--- config.mk ---
export PLATFORM = sky130hd
export DESIGN_NAME = source_text_tokenizer_core
export DESIGN_NICKNAME = d
export VERILOG_FILES = /design/src/hdl/stt_pkg.sv /design/src/hdl/stt_step.sv /design/src/hdl/stt_outbuf.sv /design/src/hdl/source_text_tokenizer_core.sv
export SDC_FILE = /design/constraint.sdc
export NUM_CORES = 1
export LEC_CHECK = 0
export BUFFER_PORTS_ARGS = -buffer_cell sky130_fd_sc_hd__buf_4
export CAP_MARGIN = 20
export CORE_UTILIZATION = 57
export CTS_BUF_LIST = sky130_fd_sc_hd__clkbuf_4
export CTS_CLUSTER_DIAMETER = 200
export DETAILED_ROUTE_END_ITERATION = 10
export GPL_TIMING_DRIVEN = 0
export PLACE_DENSITY = 0.76
export SLEW_MARGIN = 20
export SYNTH_ARGS = -nofsm -noshare
export SYNTH_HDL_FRONTEND = slang
export SYNTH_HIERARCHICAL = 1
export SYNTH_SLANG_ARGS = --single-unit
--- constraint.sdc ---
create_clock -name clk -period 23.7 [get_ports clk]
set_input_delay 3.555 -clock clk [delete_from_list [all_inputs] [get_ports clk]]
set_output_delay 3.555 -clock clk [all_outputs]
set_load 0.1 [all_outputs]
--- src/hdl/stt_pkg.sv ---
// Shared types, token kinds and character codes for the source text tokenizer.
package stt_pkg;

	// One input item: a source byte and the end-of-source mark.
	typedef struct packed {
		logic [7:0] source_byte;
		logic       last_byte;
	} src_item_t;

	// One result item: a token.
	typedef struct packed {
		logic [4:0]  token_kind;
		logic [15:0] line_number;
		logic [15:0] lexeme_start;
		logic [15:0] lexeme_length;
		logic        last_token;
	} token_t;

	typedef enum logic [3:0] {
		MODE_IDLE,
		MODE_OP,
		MODE_DOT,
		MODE_STR,
		MODE_WORD,
		MODE_INT,
		MODE_FLOAT,
		MODE_ERR
	} scan_mode_t;

	// First five bytes of an identifier; length saturates at 6 (longer than five).
	typedef struct packed {
		logic [2:0]  length;
		logic [39:0] prefix;
	} word_t;

	typedef struct packed {
		scan_mode_t  mode;
		logic [7:0]  pending_char;
		logic [15:0] line_count;
		word_t       word;
	} scan_state_t;

	localparam int          MAX_RESULTS    = 3;
	localparam logic [15:0] FIRST_LINE_RST = 16'd1;
	localparam logic [15:0] LINE_MAX       = 16'hFFFF;

	// Token kinds
	localparam logic [4:0] K_PLUS          = 5'd0;
	localparam logic [4:0] K_MINUS         = 5'd1;
	localparam logic [4:0] K_SLASH         = 5'd2;
	localparam logic [4:0] K_STAR          = 5'd3;
	localparam logic [4:0] K_SEMICOLON     = 5'd4;
	localparam logic [4:0] K_LEFT_PAREN    = 5'd5;
	localparam logic [4:0] K_RIGHT_PAREN   = 5'd6;
	localparam logic [4:0] K_LEFT_BRACE    = 5'd7;
	localparam logic [4:0] K_RIGHT_BRACE   = 5'd8;
	localparam logic [4:0] K_MOD           = 5'd9;
	localparam logic [4:0] K_DOT           = 5'd10;
	localparam logic [4:0] K_EQUAL         = 5'd12;
	localparam logic [4:0] K_LESS          = 5'd14;
	localparam logic [4:0] K_GREATER       = 5'd16;
	localparam logic [4:0] K_BANG          = 5'd18;
	localparam logic [4:0] K_PRINT         = 5'd19;
	localparam logic [4:0] K_IF            = 5'd20;
	localparam logic [4:0] K_ELSE          = 5'd21;
	localparam logic [4:0] K_TRUE          = 5'd22;
	localparam logic [4:0] K_FALSE         = 5'd23;
	localparam logic [4:0] K_NIL           = 5'd24;
	localparam logic [4:0] K_EOF           = 5'd25;
	localparam logic [4:0] K_STRING        = 5'd26;
	localparam logic [4:0] K_IDENT         = 5'd27;
	localparam logic [4:0] K_FLOAT         = 5'd28;
	localparam logic [4:0] K_INT           = 5'd29;
	localparam logic [4:0] K_BADCHAR       = 5'd30;
	localparam logic [4:0] K_UNCLOSED      = 5'd31;

	// Keywords, first character in the low byte, zero padded
	localparam logic [39:0] KW_PRINT = 40'h74_6e_69_72_70;
	localparam logic [39:0] KW_IF    = 40'h00_00_00_66_69;
	localparam logic [39:0] KW_ELSE  = 40'h00_65_73_6c_65;
	localparam logic [39:0] KW_TRUE  = 40'h00_65_75_72_74;
	localparam logic [39:0] KW_FALSE = 40'h65_73_6c_61_66;
	localparam logic [39:0] KW_NIL   = 40'h00_00_6c_69_6e;

	// Character codes
	localparam logic [7:0] CH_PLUS   = 8'h2B;
	localparam logic [7:0] CH_MINUS  = 8'h2D;
	localparam logic [7:0] CH_SLASH  = 8'h2F;
	localparam logic [7:0] CH_STAR   = 8'h2A;
	localparam logic [7:0] CH_SEMI   = 8'h3B;
	localparam logic [7:0] CH_LPAREN = 8'h28;
	localparam logic [7:0] CH_RPAREN = 8'h29;
	localparam logic [7:0] CH_LBRACE = 8'h7B;
	localparam logic [7:0] CH_RBRACE = 8'h7D;
	localparam logic [7:0] CH_PCT    = 8'h25;
	localparam logic [7:0] CH_EQ     = 8'h3D;
	localparam logic [7:0] CH_LT     = 8'h3C;
	localparam logic [7:0] CH_GT     = 8'h3E;
	localparam logic [7:0] CH_BANG   = 8'h21;
	localparam logic [7:0] CH_DOT    = 8'h2E;
	localparam logic [7:0] CH_QUOTE  = 8'h22;
	localparam logic [7:0] CH_LF     = 8'h0A;
	localparam logic [7:0] CH_CR     = 8'h0D;
	localparam logic [7:0] CH_SPACE  = 8'h20;
	localparam logic [7:0] CH_UNDER  = 8'h5F;
	localparam logic [7:0] CH_0      = 8'h30;
	localparam logic [7:0] CH_9      = 8'h39;
	localparam logic [7:0] CH_LA     = 8'h61;
	localparam logic [7:0] CH_LZ     = 8'h7A;
	localparam logic [7:0] CH_UA     = 8'h41;
	localparam logic [7:0] CH_UZ     = 8'h5A;

endpackage

--- src/hdl/stt_step.sv ---
// Per-byte scan logic: next scanner state and up to three tokens for one byte.
module stt_step #(
	parameter int          POS_W     = 17,
	parameter int unsigned MAX_BYTES = 65536
) (
	input  stt_pkg::scan_state_t                           state,
	input  logic [POS_W-1:0]                               pos,
	input  logic [POS_W:0]                                 tok_start,
	input  logic [15:0]                                    first_line,
	input  stt_pkg::src_item_t                             item,
	output stt_pkg::scan_state_t                           next_state,
	output logic [POS_W-1:0]                               next_pos,
	output logic [POS_W:0]                                 next_start,
	output stt_pkg::token_t [stt_pkg::MAX_RESULTS-1:0]     tokens,
	output logic [1:0]                                     count
);

	localparam int XW = (POS_W + 1 > 16) ? POS_W + 1 : 17;

	function automatic logic is_digit(logic [7:0] c);
		return (c >= stt_pkg::CH_0) && (c <= stt_pkg::CH_9);
	endfunction

	function automatic logic is_alpha(logic [7:0] c);
		return ((c >= stt_pkg::CH_LA) && (c <= stt_pkg::CH_LZ)) ||
		       ((c >= stt_pkg::CH_UA) && (c <= stt_pkg::CH_UZ)) ||
		       (c == stt_pkg::CH_UNDER);
	endfunction

	function automatic stt_pkg::word_t word_add(stt_pkg::word_t w, logic [7:0] c);
		stt_pkg::word_t r;
		r = w;
		if (w.length < 3'd5) begin
			r.prefix = w.prefix | (40'(c) << {w.length, 3'b000});
			r.length = w.length + 3'd1;
		end else begin
			r.length = 3'd6;
		end
		return r;
	endfunction

	function automatic logic [4:0] word_kind(stt_pkg::word_t w);
		if (w == {3'd5, stt_pkg::KW_PRINT}) return stt_pkg::K_PRINT;
		if (w == {3'd2, stt_pkg::KW_IF})    return stt_pkg::K_IF;
		if (w == {3'd4, stt_pkg::KW_ELSE})  return stt_pkg::K_ELSE;
		if (w == {3'd4, stt_pkg::KW_TRUE})  return stt_pkg::K_TRUE;
		if (w == {3'd5, stt_pkg::KW_FALSE}) return stt_pkg::K_FALSE;
		if (w == {3'd3, stt_pkg::KW_NIL})   return stt_pkg::K_NIL;
		return stt_pkg::K_IDENT;
	endfunction

	function automatic logic [4:0] single_op(logic [7:0] c);
		logic [4:0] k;
		case (c)
			stt_pkg::CH_EQ: k = stt_pkg::K_EQUAL;
			stt_pkg::CH_LT: k = stt_pkg::K_LESS;
			stt_pkg::CH_GT: k = stt_pkg::K_GREATER;
			default:        k = stt_pkg::K_BANG;
		endcase
		return k;
	endfunction

	// {hit, kind} for operators that are complete in one byte
	function automatic logic [5:0] simple_op(logic [7:0] c);
		logic [5:0] r;
		case (c)
			stt_pkg::CH_PLUS:   r = {1'b1, stt_pkg::K_PLUS};
			stt_pkg::CH_MINUS:  r = {1'b1, stt_pkg::K_MINUS};
			stt_pkg::CH_SLASH:  r = {1'b1, stt_pkg::K_SLASH};
			stt_pkg::CH_STAR:   r = {1'b1, stt_pkg::K_STAR};
			stt_pkg::CH_SEMI:   r = {1'b1, stt_pkg::K_SEMICOLON};
			stt_pkg::CH_LPAREN: r = {1'b1, stt_pkg::K_LEFT_PAREN};
			stt_pkg::CH_RPAREN: r = {1'b1, stt_pkg::K_RIGHT_PAREN};
			stt_pkg::CH_LBRACE: r = {1'b1, stt_pkg::K_LEFT_BRACE};
			stt_pkg::CH_RBRACE: r = {1'b1, stt_pkg::K_RIGHT_BRACE};
			stt_pkg::CH_PCT:    r = {1'b1, stt_pkg::K_MOD};
			default:            r = 6'd0;
		endcase
		return r;
	endfunction

	function automatic logic [15:0] sat16(logic [XW-1:0] v);
		return (v > XW'(16'hFFFF)) ? 16'hFFFF : v[15:0];
	endfunction

	function automatic logic [POS_W:0] span(logic [POS_W-1:0] e, logic [POS_W:0] ts);
		logic [POS_W:0] ex;
		ex = {1'b0, e};
		return (ex > ts) ? ex - ts : '0;
	endfunction

	function automatic stt_pkg::token_t make_tok(logic [4:0] k, logic [15:0] ln,
			logic [POS_W:0] st, logic [POS_W:0] len);
		stt_pkg::token_t r;
		r.token_kind    = k;
		r.line_number   = ln;
		r.lexeme_start  = sat16(XW'(st));
		r.lexeme_length = sat16(XW'(len));
		r.last_token    = 1'b0;
		return r;
	endfunction

	function automatic logic close_has(stt_pkg::scan_mode_t m);
		return (m == stt_pkg::MODE_OP) || (m == stt_pkg::MODE_DOT) ||
		       (m == stt_pkg::MODE_WORD) || (m == stt_pkg::MODE_INT) ||
		       (m == stt_pkg::MODE_FLOAT);
	endfunction

	// Token that closes the open lexeme whose last byte lies before offset e
	function automatic stt_pkg::token_t close_tok(stt_pkg::scan_state_t s,
			logic [POS_W:0] ts, logic [POS_W-1:0] e);
		stt_pkg::token_t r;
		logic [4:0]      k;
		k = word_kind(s.word);
		case (s.mode)
			stt_pkg::MODE_OP:
				r = make_tok(single_op(s.pending_char), s.line_count, ts, '0);
			stt_pkg::MODE_DOT:
				r = make_tok(stt_pkg::K_DOT, s.line_count, ts, '0);
			stt_pkg::MODE_WORD:
				r = make_tok(k, s.line_count, ts, (k == stt_pkg::K_IDENT) ? span(e, ts) : '0);
			stt_pkg::MODE_INT:
				r = make_tok(stt_pkg::K_INT, s.line_count, ts, span(e, ts));
			stt_pkg::MODE_FLOAT:
				r = make_tok(stt_pkg::K_FLOAT, s.line_count, ts, span(e, ts));
			default:
				r = '0;
		endcase
		return r;
	endfunction

	stt_pkg::scan_state_t                       s;
	stt_pkg::token_t [stt_pkg::MAX_RESULTS-1:0] toks;
	logic [POS_W:0]                             ts;
	logic [POS_W-1:0]                           bp;
	logic [1:0]                                 n;
	logic                                       taken;
	logic [7:0]                                 c;
	logic [5:0]                                 op;

	always_comb begin
		s     = state;
		ts    = tok_start;
		bp    = pos;
		toks  = '0;
		n     = 2'd0;
		taken = 1'b0;
		c     = item.source_byte;
		op    = simple_op(c);

		if (state.mode == stt_pkg::MODE_ERR) begin
			// drop bytes until the end of the source
			if (item.last_byte) begin
				s.mode         = stt_pkg::MODE_IDLE;
				s.pending_char = 8'd0;
				s.line_count   = first_line;
				s.word         = '0;
				bp             = '0;
				ts             = '0;
			end else if (pos < POS_W'(MAX_BYTES)) begin
				bp = pos + POS_W'(1);
			end
		end else begin
			case (s.mode)
				stt_pkg::MODE_OP: begin
					if (c == stt_pkg::CH_EQ) begin
						toks[n] = make_tok(single_op(s.pending_char) - 5'd1, s.line_count, ts, '0);
						n       = n + 2'd1;
						s.mode  = stt_pkg::MODE_IDLE;
						taken   = 1'b1;
					end
				end
				stt_pkg::MODE_DOT: begin
					if (is_digit(c)) begin
						s.mode = stt_pkg::MODE_FLOAT;
						taken  = 1'b1;
					end
				end
				stt_pkg::MODE_STR: begin
					taken = 1'b1;
					if (c == stt_pkg::CH_QUOTE) begin
						toks[n] = make_tok(stt_pkg::K_STRING, s.line_count, ts, span(pos, ts));
						n       = n + 2'd1;
						s.mode  = stt_pkg::MODE_IDLE;
					end
				end
				stt_pkg::MODE_WORD: begin
					if (is_alpha(c)) begin
						s.word = word_add(s.word, c);
						taken  = 1'b1;
					end
				end
				stt_pkg::MODE_INT: begin
					if (is_digit(c)) begin
						taken = 1'b1;
					end else if (c == stt_pkg::CH_DOT) begin
						s.mode = stt_pkg::MODE_FLOAT;
						taken  = 1'b1;
					end
				end
				stt_pkg::MODE_FLOAT: begin
					if (is_digit(c)) taken = 1'b1;
				end
				default: ;
			endcase

			if (!taken) begin
				if (close_has(s.mode)) begin
					toks[n] = close_tok(s, ts, pos);
					n       = n + 2'd1;
				end
				s.mode = stt_pkg::MODE_IDLE;
				if (op[5]) begin
					toks[n] = make_tok(op[4:0], s.line_count, {1'b0, pos}, '0);
					n       = n + 2'd1;
				end else begin
					case (c)
						stt_pkg::CH_EQ, stt_pkg::CH_LT, stt_pkg::CH_GT, stt_pkg::CH_BANG: begin
							s.mode         = stt_pkg::MODE_OP;
							s.pending_char = c;
							ts             = {1'b0, pos};
						end
						stt_pkg::CH_DOT: begin
							s.mode = stt_pkg::MODE_DOT;
							ts     = {1'b0, pos};
						end
						stt_pkg::CH_QUOTE: begin
							s.mode = stt_pkg::MODE_STR;
							ts     = {1'b0, pos} + (POS_W+1)'(1);
						end
						stt_pkg::CH_LF: begin
							if (s.line_count != stt_pkg::LINE_MAX)
								s.line_count = s.line_count + 16'd1;
						end
						stt_pkg::CH_CR, stt_pkg::CH_SPACE: ;
						default: begin
							if (is_alpha(c)) begin
								s.mode = stt_pkg::MODE_WORD;
								ts     = {1'b0, pos};
								s.word = word_add('0, c);
							end else if (is_digit(c)) begin
								s.mode = stt_pkg::MODE_INT;
								ts     = {1'b0, pos};
							end else begin
								toks[n] = make_tok(stt_pkg::K_BADCHAR, s.line_count, {1'b0, pos}, '0);
								n       = n + 2'd1;
								s.mode  = stt_pkg::MODE_ERR;
							end
						end
					endcase
				end
			end

			if (pos < POS_W'(MAX_BYTES))
				bp = pos + POS_W'(1);

			if (item.last_byte) begin
				if (s.mode == stt_pkg::MODE_STR) begin
					toks[n] = make_tok(stt_pkg::K_UNCLOSED, s.line_count, ts, '0);
					n       = n + 2'd1;
				end else if (s.mode != stt_pkg::MODE_ERR) begin
					if (close_has(s.mode)) begin
						toks[n] = close_tok(s, ts, bp);
						n       = n + 2'd1;
					end
					toks[n] = make_tok(stt_pkg::K_EOF, s.line_count, {1'b0, bp}, '0);
					n       = n + 2'd1;
				end
				s.mode         = stt_pkg::MODE_IDLE;
				s.pending_char = 8'd0;
				s.line_count   = first_line;
				s.word         = '0;
				bp             = '0;
				ts             = '0;
			end
		end

		if (n != 2'd0)
			toks[n - 2'd1].last_token = 1'b1;
	end

	assign next_state = s;
	assign next_pos   = bp;
	assign next_start = ts;
	assign tokens     = toks;
	assign count      = n;

endmodule

--- src/hdl/stt_outbuf.sv ---
// Result buffer: holds up to three tokens of one byte and hands them out in order.
module stt_outbuf (
	input  logic                                       clk,
	input  logic                                       arst_n,
	input  logic                                       load,
	input  stt_pkg::token_t [stt_pkg::MAX_RESULTS-1:0] load_tokens,
	input  logic [1:0]                                 load_count,
	input  logic                                       out_stall,
	output logic                                       can_load,
	output logic                                       out_valid,
	output stt_pkg::token_t                            out_token
);

	stt_pkg::token_t [stt_pkg::MAX_RESULTS-1:0] tok_q;
	logic [1:0]                                 count_q;
	logic                                       take;

	assign out_valid = (count_q != 2'd0);
	assign out_token = tok_q[0];
	assign take      = out_valid && !out_stall;
	assign can_load  = (count_q == 2'd0) || ((count_q == 2'd1) && take);

	always_ff @(posedge clk or negedge arst_n) begin
		if (!arst_n) begin
			count_q <= 2'd0;
		end else if (load) begin
			count_q <= load_count;
		end else if (take) begin
			count_q <= count_q - 2'd1;
		end
	end

	// advance the head on every taken item
	always_ff @(posedge clk) begin
		if (load) begin
			tok_q <= load_tokens;
		end else if (take) begin
			tok_q[0] <= tok_q[1];
			tok_q[1] <= tok_q[2];
		end
	end

endmodule

--- src/hdl/source_text_tokenizer_core.sv ---
// Top level of the source text tokenizer: input register, scan state and result buffer.
// Path: an accepted byte is captured in the input register and scanned there; on commit
//   its tokens are loaded into the result buffer, which offers them on out_token.
// Throughput: one byte per cycle while no byte yields more than one token and the
//   output does not stall; a byte with more tokens holds the next token-yielding byte
//   in the input register, as the result buffer has one token-wide output port.
// Reset (arst_n low, asynchronous): scanner idle, offset zero, first_line back to 1.
module source_text_tokenizer_core #(
	parameter int unsigned MAX_SOURCE_BYTES = 65536
) (
	input  logic                clk,
	input  logic                arst_n,
	input  logic                in_valid,
	output logic                in_stall,
	input  stt_pkg::src_item_t  in_item,
	output logic                out_valid,
	input  logic                out_stall,
	output stt_pkg::token_t     out_token,
	input  logic                cfg_write_en,
	input  logic [15:0]         cfg_write_data
);

	// Byte offset saturates at MAX_SOURCE_BYTES, so it needs room for that value.
	localparam int POS_W = $clog2(MAX_SOURCE_BYTES + 1);

	// Input register
	stt_pkg::src_item_t item_s1;
	logic               valid_s1;

	// Scanner state
	stt_pkg::scan_state_t state_q;
	logic [POS_W-1:0]     pos_q;
	logic [POS_W:0]       start_q;
	logic [15:0]          first_line_q;

	// Scan results for the byte in the input register
	stt_pkg::scan_state_t                       next_state;
	logic [POS_W-1:0]                           next_pos;
	logic [POS_W:0]                             next_start;
	stt_pkg::token_t [stt_pkg::MAX_RESULTS-1:0] step_tokens;
	logic [1:0]                                 step_n;

	logic can_load;
	logic commit;
	logic accept;

	// Commit the held byte once the result buffer is empty or is handing out its last token;
	// a byte that yields nothing commits at once.
	assign commit   = valid_s1 && ((step_n == 2'd0) || can_load);
	assign in_stall = valid_s1 && !commit;
	assign accept   = in_valid && !in_stall;

	always_ff @(posedge clk or negedge arst_n) begin
		if (!arst_n) begin
			valid_s1 <= 1'b0;
		end else if (accept) begin
			valid_s1 <= 1'b1;
		end else if (commit) begin
			valid_s1 <= 1'b0;
		end
	end

	// hold the payload while stalled
	always_ff @(posedge clk) begin
		if (accept)
			item_s1 <= in_item;
	end

	stt_step #(
		.POS_W     (POS_W),
		.MAX_BYTES (MAX_SOURCE_BYTES)
	) u_step (
		.state      (state_q),
		.pos        (pos_q),
		.tok_start  (start_q),
		.first_line (first_line_q),
		.item       (item_s1),
		.next_state (next_state),
		.next_pos   (next_pos),
		.next_start (next_start),
		.tokens     (step_tokens),
		.count      (step_n)
	);

	// Advance scanner state on commit. A first_line write before any byte of the
	// current source also reloads the line counter.
	always_ff @(posedge clk or negedge arst_n) begin
		if (!arst_n) begin
			state_q.mode         <= stt_pkg::MODE_IDLE;
			state_q.pending_char <= 8'd0;
			state_q.line_count   <= stt_pkg::FIRST_LINE_RST;
			state_q.word         <= '0;
			pos_q                <= '0;
			start_q              <= '0;
			first_line_q         <= stt_pkg::FIRST_LINE_RST;
		end else begin
			if (cfg_write_en)
				first_line_q <= cfg_write_data;
			if (commit) begin
				state_q <= next_state;
				pos_q   <= next_pos;
				start_q <= next_start;
			end else if (cfg_write_en && (pos_q == '0)) begin
				state_q.line_count <= cfg_write_data;
			end
		end
	end

	stt_outbuf u_outbuf (
		.clk         (clk),
		.arst_n      (arst_n),
		.load        (commit && (step_n != 2'd0)),
		.load_tokens (step_tokens),
		.load_count  (step_n),
		.out_stall   (out_stall),
		.can_load    (can_load),
		.out_valid   (out_valid),
		.out_token   (out_token)
	);

`ifndef SYNTHESIS
	a_commit_shows: assert property (@(posedge clk) disable iff (!arst_n)
		commit && (step_n != 2'd0) |=> out_valid)
		else $error("tokens committed but none offered");

	a_err_silent: assert property (@(posedge clk) disable iff (!arst_n)
		valid_s1 && (state_q.mode == stt_pkg::MODE_ERR) |-> (step_n == 2'd0))
		else $error("token produced after an invalid character");

	a_new_source: assert property (@(posedge clk) disable iff (!arst_n)
		commit && item_s1.last_byte |=> (pos_q == '0) && (state_q.mode == stt_pkg::MODE_IDLE))
		else $error("scanner not restarted after the final byte");

	a_end_is_last: assert property (@(posedge clk) disable iff (!arst_n)
		out_valid && ((out_token.token_kind == stt_pkg::K_EOF) ||
		(out_token.token_kind == stt_pkg::K_UNCLOSED)) |-> out_token.last_token)
		else $error("end-of-source token not marked last");
`endif

endmodule
==> results.md <==
* Most common cell after layout, fill and taps aside: nor2_1
* Mapped Nets at slightly above 3000
* Post-Synth Adder-Cell Area at roughly 2.6%
* Final WL at between 100 and 150 mm
* Wire per inst at about 29 um
* Largest family of logic cells by synthesized area: compound AO/OA/AOI/OAI gates
* First-pass GRT wire length at ~160 mm
* Fin area at 27900 sq um
* Post-synthesis cell area at between 20000 and 30000 sq um
* Largest net degree at the start of global routing at 98
* Synth Area in Compound Gates at between 20% and 30%
* Number of synthesized flops with an enable pin at roughly 170
* Initial DRC count at ~4900
* Post-route ant nets at 0
* Final net count at around 3200
* Reg2reg path depth at 30
* Reg2reg setup slack at about 13 ns
* CP cell instances: clkbuf_2, or4b_1, clkbuf_1, or4_1, a22oi_1, xnor2_1, o21ai_1, ha_1, o32ai_1, inv_1, ha_1, nand2_1, o21ai_0, ha_1, o21ai_0, a22oi_1, nand2_1, inv_1, nor2_2, nor2_1, nand2_1, inv_1, buf_4
* Mux cell area share after synthesis at around an eighth
* Worst Setup Path Type: register to output pin
* Critical path's largest stage delay at roughly 0.99 ns
* Yosys cell types at around 110
* Mean Syn Cell Area at approximately 8.6 sq um
* Total track usage at 47.1%
* Initial antenna violation count at 3
* Hold Path Class: register to register
* Layout cells sized above 1 at 20.0%
* FMAX at about 0.086 GHz
* Ys async rst share at 42.2%
* Hold Fails Final Rpt at 0
* Status: finished, violations left
* Most frequent cells in the layout: 306 x nor2_1, 241 x nand2_1, 203 x a21oi_1
* Reg2reg start: item_s1[8]
* Stages on the worst setup path at 23
* Worst Hold Path Cells at 1
* Core area at roughly 43000 sq um
* Clk sinks at around 300
* Maxcap violations at 0
* Worst EP required at just over 20 ns
* Crit share post-route at 49.3%
* Clock Tree Buf Depth at 3
* # IOs at 86
* Setup tns final at 0 ns
* CTS H-tree lvls at 3
* Post-Synth Simple-Gate Area at between 20% and 30%
* Crit. Startpoint: item_s1[8]
* Die area at approximately 45000 sq um
* CP startpoint kind: register
* Post-DP HPWL at 81.0 mm
* Clk root buf: clkbuf_4
* CTS tree: yes
* CP endpoint: in_stall
* Slowest CP cell: o32ai_1
* Vias in the first global route at between 20000 and 30000
* Final Critical Period at about 12 ns
* Initial DRT Pass Iterations at 11
* Final Setup Violations at 0
* Row count at between 70 and 80
* Yosys Warn Count at 6
* DIE WIDTH at 213 um
* Failing checks: DRC
* Postcts setup bufs at 0
* Worst path bufs/invs at 6
* Skew final at about 0.060 ns
* CP endpoint kind: output pin
* Main synth FF type: edfxtp_1
* Drt drc at 2
* Port Buffers at 84
* R2r endpoint: u_outbuf/tok_q[96]
* CP arrival at 8.12 ns
* Post-CTS sizing at 0
* Fillers at between 3000 and 4000
* Yosys reg bits at 296
* Remaining Overflow, GRT at 0
* Slew Limit Fails at 0
* Clock Pin Slew Worst Setup and Hold Paths at 0.07 ns
* Crit-path leading delay family: compound AO/OA/AOI/OAI gates
* Placed cell areas at 26800 sq um
* Post-Syn Instances at around 3000
* Placed insts at between 3000 and 4000
* Slew margin rel. at ~14%
* Post-CTS Hold Fix Bufs at 0
* Drt via density at roughly 7.2
* GP Congestion at between 1 and 1.5
* Worst Tran Pin Value at roughly 1.3 ns
* Unrepaired setup endpoints after global routing: no
* Chip height at 213 um
* Area growth syn-to-layout at 10.3%
* Via count at 27184
* Clk_lat worst skew at 0.86 ns
* Utilization after layout at 64.2%
* Seq/Total Area, Yosys at about a third
* Crit path max fanout at 10
* Initial Utilization at about three fifths
* Post-Layout Cell Count at between 3000 and 4000
* Post-Synth XOR/XNOR Area at 2.11%
* TritonCTS Buffers at approximately 80
==> through the flow <==
stage	setup slack [ns]	hold slack (ns)
finish	12.03	0.510
global route	11.64	0.518
CTS	12.31	0.511
floorplan	13.73	0.477
global placement	9.32	0.488
detailed placement	13.23	0.493
==> worst min path at each step <==
stage                    startpoint              end  slack [ns]
floorplan               state_q[16]      state_q[16]        0.48
global route             state_q[4]       state_q[4]        0.52
detailed placement      state_q[16]      state_q[16]        0.49
global placement        state_q[23]      state_q[23]        0.49
CTS                 first_line_q[9]  first_line_q[9]        0.51
finish                   state_q[4]       state_q[4]        0.51
==> logic make-up after synthesis <==
kind of cell,count (synthesis)
flops,296
mux,263
fa+ha+maj,51
compound gates,848
xor+xnor,61
buf+inv,380
simple gates,1040
other cells,1
==> cells in the mapped netlist, types with 13 or more instances <==
cell	n	area, sq um
nor4_1	34	213
a31oi_1	49	307
o21ai_0	157	786
dfrtp_1	123	3080
xor2_1	20	175
mux2_2	172	1940
buf_2	32	160
nand2_1	241	905
or4_1	13	97.6
o211ai_1	13	97.6
buf_1	13	48.8
clkbuf_1	168	631
nor2_1	307	1150
o31ai_1	34	255
o21ai_1	13	65.1
or3_1	20	125
a21o_1	23	173
mux2_4	77	1160
nand4b_1	15	131
o32ai_1	21	184
nor3_1	117	586
nor2b_1	22	138
a21oi_1	203	1020
nand2b_1	18	113
nand3_1	84	420
a22oi_1	42	315
nand4_1	39	244
a211oi_1	46	345
ha_1	49	613
mux2i_1	14	140
edfxtp_1	171	5130
xnor2_1	41	359
o21a_1	14	105
a221oi_1	15	131
and3_1	28	175
and2_1	27	169
inv_1	88	330
buf_4	66	495
o22ai_1	64	400
==> registers in the layout, indices dropped and copies added, names as in the netlist <==
name	cells
valid_s1	1
start_q	18
pos_q	17
first_line_q	16
state_q	71
item_s1	9
u_outbuf/tok_q	108
u_outbuf/count_q	2
u_outbuf/out_token	54
==> metal layers <==
layer  part of all wire (%)  routed length (um)  global-route usage (%)  vias up
met2                     41               44400                    68.7     2400
met3                     14               15400                    15.8      608
li1                       -                   -                       -    11412
met5                  0.025                  27                       0        -
met1                     37               39200                    59.4    12760
met4                    7.7                8320                    30.4        4
==> final cells by class <==
| cell class | count | area, sq um | share of cell area, % |
|---|---|---|---|
| plain buffers | 292 | 1480 | 5.32 |
| diodes | 1 | 2.50 | 0.00898 |
| repair buffers | 93 | 800 | 2.87 |
| well taps | 585 | 732 | 2.63 |
| clock inverters | 30 | 154 | 0.552 |
| clock buffers | 117 | 878 | 3.15 |
| inverters | 88 | 330 | 1.18 |
| flip-flops and latches | 296 | 8270 | 29.6 |
| multi-input cells | 2264 | 15200 | 54.6 |
Power is not shown: default switching activity piles up to over one toggle a cycle in this logic, so the estimate is an artifact.
